[src/design/scrr_pkg.sv]
// package for the sequential cable retract/return block
// types, codes and constants shared by all scrr files; no dependencies
package scrr_pkg;

  localparam int unsigned MAX_CABLES = 16;
  localparam int unsigned LEN_BITS   = 24;
  localparam int unsigned SLOT_W     = $clog2(MAX_CABLES);
  localparam int unsigned PTR_W      = $clog2(MAX_CABLES + 1);
  localparam int unsigned TIME_W     = 32;
  localparam int unsigned STEP_W     = 16;
  localparam int unsigned FRAC_W     = 17;
  localparam int unsigned RATE_W     = 24;
  localparam int unsigned FRAC_SH    = 16;
  localparam int unsigned CFG_DATA_W = 32;
  localparam int unsigned CFG_IDX_W  = 2;

  localparam logic [FRAC_W-1:0] FRAC_ONE = FRAC_W'(1) << FRAC_SH;
  localparam logic [PTR_W-1:0]  PTR_MAX  = PTR_W'(MAX_CABLES);

  typedef enum logic {
    OpLoad = 1'b0,
    OpTick = 1'b1
  } opcode_e;

  typedef enum logic [1:0] {
    PhaseWait    = 2'd0,
    PhaseRetract = 2'd1,
    PhaseReturn  = 2'd2,
    PhaseDone    = 2'd3
  } phase_e;

  typedef enum logic [CFG_IDX_W-1:0] {
    RegStartTime   = 2'd0,
    RegMinFraction = 2'd1,
    RegRate        = 2'd2,
    RegCableCount  = 2'd3
  } reg_idx_e;

  // configuration as seen by the datapath, already clamped
  typedef struct packed {
    logic [TIME_W-1:0] start_time;
    logic [FRAC_W-1:0] min_fraction;
    logic [RATE_W-1:0] rate;
    logic [PTR_W-1:0]  cable_count;
  } cfg_t;

  // input register contents
  typedef struct packed {
    opcode_e             opcode;
    logic [SLOT_W-1:0]   cable_slot;
    logic [LEN_BITS-1:0] rest_length;
    logic [STEP_W-1:0]   time_step;
    logic [LEN_BITS-1:0] delta;
  } stage_t;

endpackage

[src/design/scrr_if.sv]
// word channels of the scrr block: input items and result items
// depends on scrr_pkg
interface scrr_in_if;
  logic                            valid;
  logic                            ready;
  logic                            opcode;
  logic [scrr_pkg::SLOT_W-1:0]     cable_slot;
  logic [scrr_pkg::LEN_BITS-1:0]   rest_length;
  logic [scrr_pkg::STEP_W-1:0]     time_step;

  modport source (output valid, opcode, cable_slot, rest_length, time_step, input ready);
  modport sink   (input valid, opcode, cable_slot, rest_length, time_step, output ready);
endinterface

interface scrr_out_if;
  logic                            valid;
  logic                            ready;
  logic                            command_valid;
  logic [scrr_pkg::LEN_BITS-1:0]   commanded_length;
  logic [scrr_pkg::SLOT_W-1:0]     active_cable;
  logic [1:0]                      phase;

  modport source (output valid, command_valid, commanded_length, active_cable, phase,
                  input ready);
  modport sink   (input valid, command_valid, commanded_length, active_cable, phase,
                  output ready);
endinterface

[src/design/sequential_cable_retract_return_top.sv]
// top level of the sequential cable retract/return sequencer
// depends on scrr_pkg, scrr_if, scrr_cfg, scrr_in_stage and scrr_core
//
// usage:
// - in_i carries one word per item: opcode 0 loads the initial length of
//   cable_slot from rest_length and restarts the sequence at cable 0 in
//   retract mode; opcode 1 is a tick that adds time_step to elapsed time and
//   reports the current length of the active cable in rest_length
// - out_o gives exactly one word per input word: command_valid and
//   commanded_length (a new length for the active cable), the cable pointer
//   after the step and the phase (wait, retract, return, finished)
// - configuration: cfg_we_i writes cfg_wdata_i into register cfg_index_i
//   (0 start time, 1 min fraction, 2 rate, 3 cable count); write only
//   while no word is in flight
// - a word accepted into the input register moves on to the result register
//   when the core takes it; rate times step is formed ahead of the input register
// - throughput is one word per cycle while out_o.ready stays high; the rate is set
//   by the single init-times-fraction multiply and compare between the two registers
// - when the receiver stalls the result register holds and the input register
//   fills; in_i.ready drops while both are occupied and out_o.ready is low
// - reset clears elapsed time, pointer and done, sets retract mode and loads
//   the register defaults; the initial length store is not cleared, a cable
//   must be loaded before it is used
module sequential_cable_retract_return_top (
  input  logic                              clk_i,
  input  logic                              rst_ni,
  input  logic                              cfg_we_i,
  input  logic [scrr_pkg::CFG_IDX_W-1:0]    cfg_index_i,
  input  logic [scrr_pkg::CFG_DATA_W-1:0]   cfg_wdata_i,
  scrr_in_if.sink                           in_i,
  scrr_out_if.source                        out_o
);

  scrr_pkg::cfg_t   cfg;        // clamped configuration
  scrr_pkg::stage_t stage;      // input register contents
  logic             stage_valid;
  logic             take;       // core consumes the registered word

  scrr_cfg u_cfg (
    .clk_i       (clk_i),
    .rst_ni      (rst_ni),
    .cfg_we_i    (cfg_we_i),
    .cfg_index_i (cfg_index_i),
    .cfg_wdata_i (cfg_wdata_i),
    .cfg_o       (cfg)
  );

  scrr_in_stage u_in_stage (
    .clk_i         (clk_i),
    .rst_ni        (rst_ni),
    .in_i          (in_i),
    .rate_i        (cfg.rate),
    .take_i        (take),
    .stage_valid_o (stage_valid),
    .stage_o       (stage)
  );

  scrr_core u_core (
    .clk_i         (clk_i),
    .rst_ni        (rst_ni),
    .cfg_i         (cfg),
    .stage_valid_i (stage_valid),
    .stage_i       (stage),
    .take_o        (take),
    .out_o         (out_o)
  );

endmodule

[src/design/scrr_cfg.sv]
// configuration registers of the scrr block, with clamping of fraction and count
// depends on scrr_pkg
module scrr_cfg (
  input  logic                               clk_i,
  input  logic                               rst_ni,
  input  logic                               cfg_we_i,
  input  logic [scrr_pkg::CFG_IDX_W-1:0]     cfg_index_i,
  input  logic [scrr_pkg::CFG_DATA_W-1:0]    cfg_wdata_i,
  output scrr_pkg::cfg_t                     cfg_o
);

  logic [scrr_pkg::TIME_W-1:0] start_q;
  logic [scrr_pkg::FRAC_W-1:0] frac_q;
  logic [scrr_pkg::RATE_W-1:0] rate_q;
  logic [scrr_pkg::PTR_W-1:0]  count_q;

  always_ff @(posedge clk_i or negedge rst_ni) begin
    if (!rst_ni) begin
      start_q <= '0;
      frac_q  <= scrr_pkg::FRAC_W'(32768);
      rate_q  <= scrr_pkg::RATE_W'(65536);
      count_q <= '0;
    end else if (cfg_we_i) begin
      unique case (scrr_pkg::reg_idx_e'(cfg_index_i))
        scrr_pkg::RegStartTime:   start_q <= cfg_wdata_i[scrr_pkg::TIME_W-1:0];
        scrr_pkg::RegMinFraction: frac_q  <= cfg_wdata_i[scrr_pkg::FRAC_W-1:0];
        scrr_pkg::RegRate:        rate_q  <= cfg_wdata_i[scrr_pkg::RATE_W-1:0];
        scrr_pkg::RegCableCount:  count_q <= cfg_wdata_i[scrr_pkg::PTR_W-1:0];
        default: ;
      endcase
    end
  end

  always_comb begin
    cfg_o.start_time   = start_q;
    cfg_o.rate         = rate_q;
    cfg_o.min_fraction = (frac_q > scrr_pkg::FRAC_ONE) ? scrr_pkg::FRAC_ONE : frac_q;
    cfg_o.cable_count  = (count_q > scrr_pkg::PTR_MAX) ? scrr_pkg::PTR_MAX : count_q;
  end

endmodule

[src/design/scrr_in_stage.sv]
// input register of the scrr block; also forms the per-tick length step
// depends on scrr_pkg and scrr_in_if
module scrr_in_stage (
  input  logic                 clk_i,
  input  logic                 rst_ni,
  scrr_in_if.sink              in_i,
  input  logic [scrr_pkg::RATE_W-1:0] rate_i,
  input  logic                 take_i,
  output logic                 stage_valid_o,
  output scrr_pkg::stage_t     stage_o
);

  localparam int unsigned PROD_W = scrr_pkg::RATE_W + scrr_pkg::STEP_W;

  logic             valid_q;
  scrr_pkg::stage_t stage_q;
  scrr_pkg::stage_t stage_d;
  logic [PROD_W-1:0] prod;
  logic             accept;

  assign in_i.ready = !valid_q || take_i;
  assign accept     = in_i.valid && in_i.ready;

  // step length = (rate * time_step) >> 16, fits the length width
  assign prod = PROD_W'(rate_i) * PROD_W'(in_i.time_step);

  always_comb begin
    stage_d.opcode      = scrr_pkg::opcode_e'(in_i.opcode);
    stage_d.cable_slot  = in_i.cable_slot;
    stage_d.rest_length = in_i.rest_length;
    stage_d.time_step   = in_i.time_step;
    stage_d.delta       = prod[scrr_pkg::FRAC_SH +: scrr_pkg::LEN_BITS];
  end

  always_ff @(posedge clk_i or negedge rst_ni) begin
    if (!rst_ni) begin
      valid_q <= 1'b0;
    end else if (in_i.ready) begin
      valid_q <= in_i.valid;
    end
  end

  always_ff @(posedge clk_i) begin
    if (accept) begin
      stage_q <= stage_d;
    end
  end

  assign stage_valid_o = valid_q;
  assign stage_o       = stage_q;

endmodule

[src/design/scrr_core.sv]
// sequencing state, initial length store and result register of the scrr block
// depends on scrr_pkg and scrr_out_if
module scrr_core (
  input  logic              clk_i,
  input  logic              rst_ni,
  input  scrr_pkg::cfg_t    cfg_i,
  input  logic              stage_valid_i,
  input  scrr_pkg::stage_t  stage_i,
  output logic              take_o,
  scrr_out_if.source        out_o
);

  localparam int unsigned LW     = scrr_pkg::LEN_BITS;
  localparam int unsigned TPROD_W = scrr_pkg::LEN_BITS + scrr_pkg::FRAC_W;

  logic [LW-1:0] lengths_q [scrr_pkg::MAX_CABLES];

  logic [scrr_pkg::TIME_W-1:0] elapsed_q, elapsed_d;
  logic [scrr_pkg::PTR_W-1:0]  ptr_q, ptr_d, ptr_inc;
  logic                        retr_q, retr_d;
  logic                        done_q, done_d;

  logic                        res_valid_q;
  logic                        cmd_valid_q, cmd_valid_d;
  logic [LW-1:0]               cmd_len_q, cmd_len_d;
  logic [scrr_pkg::SLOT_W-1:0] cable_q, cable_d;
  scrr_pkg::phase_e            phase_q, phase_d;

  logic [scrr_pkg::TIME_W:0]   time_sum;
  logic [LW-1:0]               init_len;
  logic [TPROD_W-1:0]          tprod;
  logic [LW:0]                 target;
  logic [LW:0]                 grown;
  logic                        active;
  logic                        advance;

  assign advance = stage_valid_i && (!res_valid_q || out_o.ready);
  assign take_o  = advance;

  assign time_sum = {1'b0, elapsed_q} + (scrr_pkg::TIME_W + 1)'(stage_i.time_step);
  assign init_len = lengths_q[ptr_q[scrr_pkg::SLOT_W-1:0]];
  assign tprod    = TPROD_W'(init_len) * TPROD_W'(cfg_i.min_fraction);
  assign target   = tprod[scrr_pkg::FRAC_SH +: LW + 1];
  assign grown    = {1'b0, stage_i.rest_length} + {1'b0, stage_i.delta};
  assign ptr_inc  = ptr_q + scrr_pkg::PTR_W'(1);

  always_comb begin
    elapsed_d   = elapsed_q;
    ptr_d       = ptr_q;
    retr_d      = retr_q;
    done_d      = done_q;
    cmd_valid_d = 1'b0;
    cmd_len_d   = '0;
    active      = 1'b0;

    if (stage_i.opcode == scrr_pkg::OpLoad) begin
      ptr_d  = '0;
      retr_d = 1'b1;
      done_d = 1'b0;
    end else begin
      // saturating elapsed time
      elapsed_d = time_sum[scrr_pkg::TIME_W] ? '1 : time_sum[scrr_pkg::TIME_W-1:0];
      active    = (elapsed_d > cfg_i.start_time) && !done_q;
      if (active) begin
        if (cfg_i.cable_count == '0) begin
          ptr_d  = '0;
          done_d = 1'b1;
        end else if (ptr_q >= cfg_i.cable_count) begin
          // pointer past a lowered count closes the pass
          ptr_d  = '0;
          retr_d = 1'b0;
          done_d = !retr_q;
        end else if (retr_q ? ({1'b0, stage_i.rest_length} > target)
                            : (stage_i.rest_length < init_len)) begin
          cmd_valid_d = 1'b1;
          if (retr_q) begin
            cmd_len_d = (stage_i.delta >= stage_i.rest_length) ? '0
                        : stage_i.rest_length - stage_i.delta;
          end else begin
            cmd_len_d = grown[LW] ? '1 : grown[LW-1:0];
          end
        end else if (ptr_inc >= cfg_i.cable_count) begin
          ptr_d  = '0;
          retr_d = 1'b0;
          done_d = !retr_q;
        end else begin
          ptr_d = ptr_inc;
        end
      end
    end

    if (done_d) begin
      phase_d = scrr_pkg::PhaseDone;
    end else if (elapsed_d <= cfg_i.start_time) begin
      phase_d = scrr_pkg::PhaseWait;
    end else if (retr_d) begin
      phase_d = scrr_pkg::PhaseRetract;
    end else begin
      phase_d = scrr_pkg::PhaseReturn;
    end
    cable_d = done_d ? '0 : ptr_d[scrr_pkg::SLOT_W-1:0];
  end

  always_ff @(posedge clk_i or negedge rst_ni) begin
    if (!rst_ni) begin
      elapsed_q   <= '0;
      ptr_q       <= '0;
      retr_q      <= 1'b1;
      done_q      <= 1'b0;
      res_valid_q <= 1'b0;
    end else begin
      if (advance) begin
        elapsed_q <= elapsed_d;
        ptr_q     <= ptr_d;
        retr_q    <= retr_d;
        done_q    <= done_d;
      end
      res_valid_q <= advance || (res_valid_q && !out_o.ready);
    end
  end

  // initial length store, no reset
  always_ff @(posedge clk_i) begin
    if (advance && stage_i.opcode == scrr_pkg::OpLoad) begin
      lengths_q[stage_i.cable_slot] <= stage_i.rest_length;
    end
  end

  always_ff @(posedge clk_i) begin
    if (advance) begin
      cmd_valid_q <= cmd_valid_d;
      cmd_len_q   <= cmd_len_d;
      cable_q     <= cable_d;
      phase_q     <= phase_d;
    end
  end

  assign out_o.valid            = res_valid_q;
  assign out_o.command_valid    = cmd_valid_q;
  assign out_o.commanded_length = cmd_len_q;
  assign out_o.active_cable     = cable_q;
  assign out_o.phase            = phase_q;

`ifndef NO_ASSERTIONS
  a_done_ptr_zero: assert property (@(posedge clk_i) disable iff (!rst_ni)
    done_q |-> ptr_q == '0)
    else $error("pointer not cleared in finished state");

  a_cmd_in_motion: assert property (@(posedge clk_i) disable iff (!rst_ni)
    (res_valid_q && cmd_valid_q) |->
      (phase_q == scrr_pkg::PhaseRetract || phase_q == scrr_pkg::PhaseReturn))
    else $error("length command outside retract or return");

  a_time_monotonic: assert property (@(posedge clk_i) disable iff (!rst_ni)
    elapsed_q >= $past(elapsed_q))
    else $error("elapsed time went backwards");

  a_ptr_in_range: assert property (@(posedge clk_i) disable iff (!rst_ni)
    ptr_q <= scrr_pkg::PTR_MAX)
    else $error("cable pointer beyond cable store");
`endif

endmodule
[src/flat_wrapper.sv]
// flat-port wrapper written by rule: the top's interface ports become plain ports
module sequential_cable_retract_return_top_flat 
  (clk_i, rst_ni, cfg_we_i, cfg_index_i, cfg_wdata_i, in_i_valid, in_i_opcode, in_i_cable_slot, in_i_rest_length, in_i_time_step, in_i_ready, out_o_valid, out_o_command_valid, out_o_commanded_length, out_o_active_cable, out_o_phase, out_o_ready);
  scrr_in_if in_i_i ();
  scrr_out_if out_o_i ();
  input  logic clk_i;
  input  logic rst_ni;
  input  logic cfg_we_i;
  input  logic [scrr_pkg::CFG_IDX_W-1:0] cfg_index_i;
  input  logic [scrr_pkg::CFG_DATA_W-1:0] cfg_wdata_i;
  input wire logic [$bits(in_i_i.valid)-1:0] in_i_valid;
  input wire logic [$bits(in_i_i.opcode)-1:0] in_i_opcode;
  input wire logic [$bits(in_i_i.cable_slot)-1:0] in_i_cable_slot;
  input wire logic [$bits(in_i_i.rest_length)-1:0] in_i_rest_length;
  input wire logic [$bits(in_i_i.time_step)-1:0] in_i_time_step;
  output wire logic [$bits(in_i_i.ready)-1:0] in_i_ready;
  output wire logic [$bits(out_o_i.valid)-1:0] out_o_valid;
  output wire logic [$bits(out_o_i.command_valid)-1:0] out_o_command_valid;
  output wire logic [$bits(out_o_i.commanded_length)-1:0] out_o_commanded_length;
  output wire logic [$bits(out_o_i.active_cable)-1:0] out_o_active_cable;
  output wire logic [$bits(out_o_i.phase)-1:0] out_o_phase;
  input wire logic [$bits(out_o_i.ready)-1:0] out_o_ready;
  assign in_i_i.valid = in_i_valid;
  assign in_i_i.opcode = in_i_opcode;
  assign in_i_i.cable_slot = in_i_cable_slot;
  assign in_i_i.rest_length = in_i_rest_length;
  assign in_i_i.time_step = in_i_time_step;
  assign in_i_ready = in_i_i.ready;
  assign out_o_valid = out_o_i.valid;
  assign out_o_command_valid = out_o_i.command_valid;
  assign out_o_commanded_length = out_o_i.commanded_length;
  assign out_o_active_cable = out_o_i.active_cable;
  assign out_o_phase = out_o_i.phase;
  assign out_o_i.ready = out_o_ready;
  sequential_cable_retract_return_top u_core (.clk_i(clk_i), .rst_ni(rst_ni), .cfg_we_i(cfg_we_i), .cfg_index_i(cfg_index_i), .cfg_wdata_i(cfg_wdata_i), .in_i(in_i_i), .out_o(out_o_i));
endmodule
[config.mk]
export PLATFORM = sky130hd
export DESIGN_NAME = sequential_cable_retract_return_top_flat
export DESIGN_NICKNAME = d
export VERILOG_FILES = /design/src/design/scrr_pkg.sv /design/src/design/scrr_if.sv /design/src/design/sequential_cable_retract_return_top.sv /design/src/design/scrr_cfg.sv /design/src/design/scrr_in_stage.sv /design/src/design/scrr_core.sv /design/src/flat_wrapper.sv
export SDC_FILE = /design/constraint.sdc
export NUM_CORES = 2
export LEC_CHECK = 0
export ABC_AREA = 0
export BUFFER_PORTS_ARGS = -buffer_cell sky130_fd_sc_hd__clkbuf_2
export CAP_MARGIN = 20
export CELL_PAD_IN_SITES_DETAIL_PLACEMENT = 1
export CELL_PAD_IN_SITES_GLOBAL_PLACEMENT = 1
export CORE_UTILIZATION = 40
export CTS_CLUSTER_DIAMETER = 40
export CTS_CLUSTER_SIZE = 14
export DETAILED_ROUTE_END_ITERATION = 8
export PLACE_DENSITY = 0.68
export SLEW_MARGIN = 20
export SYNTH_ARGS = -nofsm -noshare
export SYNTH_HDL_FRONTEND = slang
export SYNTH_SLANG_ARGS = --single-unit
[constraint.sdc]
create_clock -name clk_i -period 24.1 [get_ports clk_i]
set_input_delay 4.82 -clock clk_i [delete_from_list [all_inputs] [get_ports clk_i]]
set_output_delay 4.82 -clock clk_i [all_outputs]
set_load 0.01 [all_outputs]
==> results.md <==
Setup path:
- The setup path with the least slack is of type flip-flop to flip-flop.
- The endpoint required time on the critical path is 24,560 ps.
- The startpoint type of the worst setup path is a flip-flop.
- The element type at the critical path end is a flip-flop.
- The cell occurring most often along the worst timing path is inv_1.
- The stage delay of the slowest cell on the critical path is 760 ps.
- The largest individual stage delay along the critical path comes from the cell buf_4.
- The largest fanout on the critical path is between 40 and 50.
- The arrival time at the worst endpoint is 13,300 ps.

Run:
- The max-capacitance violation count is 0.

Logic synthesis:
- The net count of the mapped netlist is 6,084.
- Yosys mapped the design onto 83 distinct sky130hd cell types.
- The fraction of synthesis flops using an asynchronous set or reset pin is 0.197.
- Of the synthesized area, sequential elements account for 0.329.
- A synthesized cell averages ~11 um^2.
- Of the post-synthesis cell area, the dominant cell type holds 0.273.
- Counting flops and latches in the post-synthesis netlist gives 603.
- Of all cell types, the one taking the most synthesized area is edfxtp_1.
- In the synthesized netlist the dominant register cell turns out to be edfxtp_1.
- After synthesis the cells add up to 53,300 um^2.
- During synthesis, Yosys emitted a total of 0 warnings.
- In this run, synthesis inferred about 480 flip-flops with an integrated enable.
- The count of mapped cells out of synthesis is 4,957.
- By area the synthesized netlist is led by edfxtp_1, fa_1, ha_1, inv_1, dfrtp_1.

Die:
- The floorplan step set the die height to 367 um.
- The die span in x is 367 um.
- The starting density of the core is 0.404.
- The die area is about 130,000 um^2.
- Pin placement for this block handled 117 I/O pins.
- The floorplan step defined a core boundary enclosing 132,000 um^2.
- In this run the core area contains about 130 standard-cell rows.

Finish:
- The post-synthesis to final-layout area growth is 11.1%.
- The multi-input logic area is between 30,000 and 40,000 um^2.
- The sequential standard cell area is around 18,000 um^2.
- The total number of nets in the final design is about 6,000.
- The share of final-layout standard cells stronger than drive strength 1 is 0.114.
- The final non-filler cell area is 59,200 um^2.
- In the layout the commonest cells are inv_1, nand2_1, fa_1.
- The end-of-flow core utilization is 0.449.
- The layout has between 10,000 and 15,000 filler cells.
- Leaving out fill and tap cells, the most frequent cell in the layout is inv_1.

CTS:
- After clock tree synthesis, the clock-pin slew on the worst setup and hold paths is 60 ps.
- The maximum number of buffers from clock root to sink is 3.
- Counting the buffers created by CTS gives 92.
- Buffers inserted to repair hold after CTS numbered 0.
- The maximum level of the CTS H-tree is 3.
- The root cell of the clock tree is clkbuf_16.
- At the later pin of the worst-skew pair, clock insertion delay measures 710 ps.
- Buffers added to address setup during post-CTS repair amount to 0.
- The TritonCTS clock tree is yes.
- The sink count of the clock tree is 603.
- The number of gates resized after CTS is 0.

Detailed routing:
- The count of nets left with antenna violations once routing finished came out at 0.
- The number of detailed-routing iterations run before antenna repair is 7.
- Summed over all layers, the routed wires come to 163,000 um.
- In this run, the number of DRC markers left after iteration 0 of detailed routing was 2,462.
- The number of remaining DRC errors is 0.
- The final route contains 37,400 vias.
- The per-cell routed wire length is 23.8 um.
- The via count normalized by instance count is between 5 and 6.

STA:
- The final setup skew is 61.9 ps.
- The achievable frequency is 0.0779 GHz.
- Setup violations remaining at the end of the flow were counted as 0.
- In the finished design, the share of the clock period the worst path needs comes to 0.533.
- For the final routed database, the setup TNS stands at 0 ps.
- The count of endpoints failing hold in the final timing report was 0.
- The total count of max-transition violations in the final report is 0.
- The shortest period the worst path allows is 12,840 ps.
- At the pin with the least slew margin, the transition time is 1160 ps.
- In this run the tightest slew margin relative to its limit is 0.230.
- Setup repair after global routing left no endpoint under its margin.

GRT:
- The initial antenna violation count is 6.
- The via count of the first global-routing pass came to about 42,000.
- The global-route usage over all layers is 0.247.
- The first-pass GRT wire length is between 200,000 and 300,000 um.
- The pin count of the biggest net entering global routing is 64.
- The total grt overflow is 0.

Worst hold path:
- The tightest min-delay check is of the flip-flop to flip-flop type.

Run status:
- The run finished with clean final reports.

Placed design:
- The routability congestion estimate from global placement is 0.881.
- The wire-length estimate of the detail-placed layout is 119,000 um.
- In this run the tool buffered the top-level ports with roughly 120 buffer cells.
- The area of placed instances is 55,900 um^2.
## logic make-up after synthesis
family | after synthesis | share of synthesized area
muxes | 181 | 0.0610
DFF | 603 | 0.329
and+or+nand+nor | 1429 | 0.119
buffers and inverters | 1067 | 0.0758
xor gates and xnor gates | 85 | 0.0140
adders and majority gates | 1043 | 0.334
AOI/OAI and AO/OA | 549 | 0.0672
## synthesized netlist by cell type (all sizes together) (8+ instances only)
cell type    n
inv        845
nand2      709
fa         635
edfxtp     484
ha         408
nor2       299
clkbuf     180
a21oi      145
and2       138
o21ai      133
dfrtp      116
mux4       108
mux2        69
nand3       56
xnor2       56
a21o        43
nand2b      39
nor3        39
nand4       38
nor2b       37
buf         34
a31oi       31
o21a        31
xor2        29
o31ai       25
and3        23
a21boi      17
a211oi      13
o211ai      12
o21bai      12
or2         11
nor4        10
o311a       10
clkinv       8
or3          8
or4          8
## layer usage
metal	share of wire	track usage	up-vias
met1	0.42	0.321	19800
met2	0.50	0.434	1009
met4	0.025	0.0647	0
met3	0.053	0.0326	229
li1	-	-	16400
met5	0	0	-
## sequential cells by signal, summed over array words and instances, names as in the netlist
signal / count
u_core.u_cfg.count_q: 5
u_core.u_cfg.frac_q: 17
u_core.u_cfg.rate_q: 24
u_core.u_cfg.start_q: 32
u_core.u_core.done_q: 1
u_core.u_core.elapsed_q: 32
u_core.u_core.lengths_q: 384
u_core.u_core.out_o.active_cable: 4
u_core.u_core.out_o.command_valid: 1
u_core.u_core.out_o.commanded_length: 24
u_core.u_core.out_o.phase: 2
u_core.u_core.out_o.valid: 1
u_core.u_core.ptr_q: 5
u_core.u_core.retr_q: 1
u_core.u_in_stage.stage_o: 69
u_core.u_in_stage.stage_valid_o: 1
## stage by stage
step | setup WS, ps | std cells | hold slack, ps
finish | 11260 | 6863 | 517
global route | 10450 | 6862 | 552
CTS | 11220 | 6862 | 515
detailed placement | 11230 | 6690 | 486
global placement | 11390 | 6690 | 469
floorplan | 13110 | 4957 | 457
## worst paths after layout
check / endpoint / slack [ps] / cells after the start / from
max: u_core.u_core.out_o.commanded_length[3] / 11260 / 39 / u_core.u_core.ptr_q[0]
max reg2reg: u_core.u_core.out_o.commanded_length[3] / 11260 / 39 / u_core.u_core.ptr_q[0]
min in group asynchronous: u_core.u_core.elapsed_q[3] / 4130 / 1 / rst_ni
min reg2reg: u_core.u_core.elapsed_q[11] / 520 / 2 / u_core.u_core.elapsed_q[11]
max in group asynchronous: u_core.u_cfg.rate_q[8] / 18640 / 2 / rst_ni
min: u_core.u_core.elapsed_q[11] / 520 / 2 / u_core.u_core.elapsed_q[11]
## worst max-delay path: cells and delay by family, from the launching register on
family / cells / cell delay (ps)
DFF: 1 / 560
AOI/OAI and AO/OA: 10 / 2900
and+or+nand+nor: 10 / 2040
adders and majority gates: 8 / 3650
buffers and inverters: 9 / 2620
xor gates and xnor gates: 1 / 90
muxes: 1 / 590
## final cells by class
| cell class | instances | area share |
|---|---|---|
| Multi-Input combinational cell | 3287 | 0.537 |
| Sequential cell | 603 | 0.296 |
| Inverter | 853 | 0.0541 |
| Clock buffer | 108 | 0.0409 |
| Tap cell | 1755 | 0.0371 |
| Timing Repair Buffer | 192 | 0.0195 |
| Clock inverter | 64 | 0.0150 |
| Antenna cell | 1 | 0.0000423 |
Power is not shown: default switching activity piles up to over one toggle a cycle in this logic, so the estimate is an artifact.
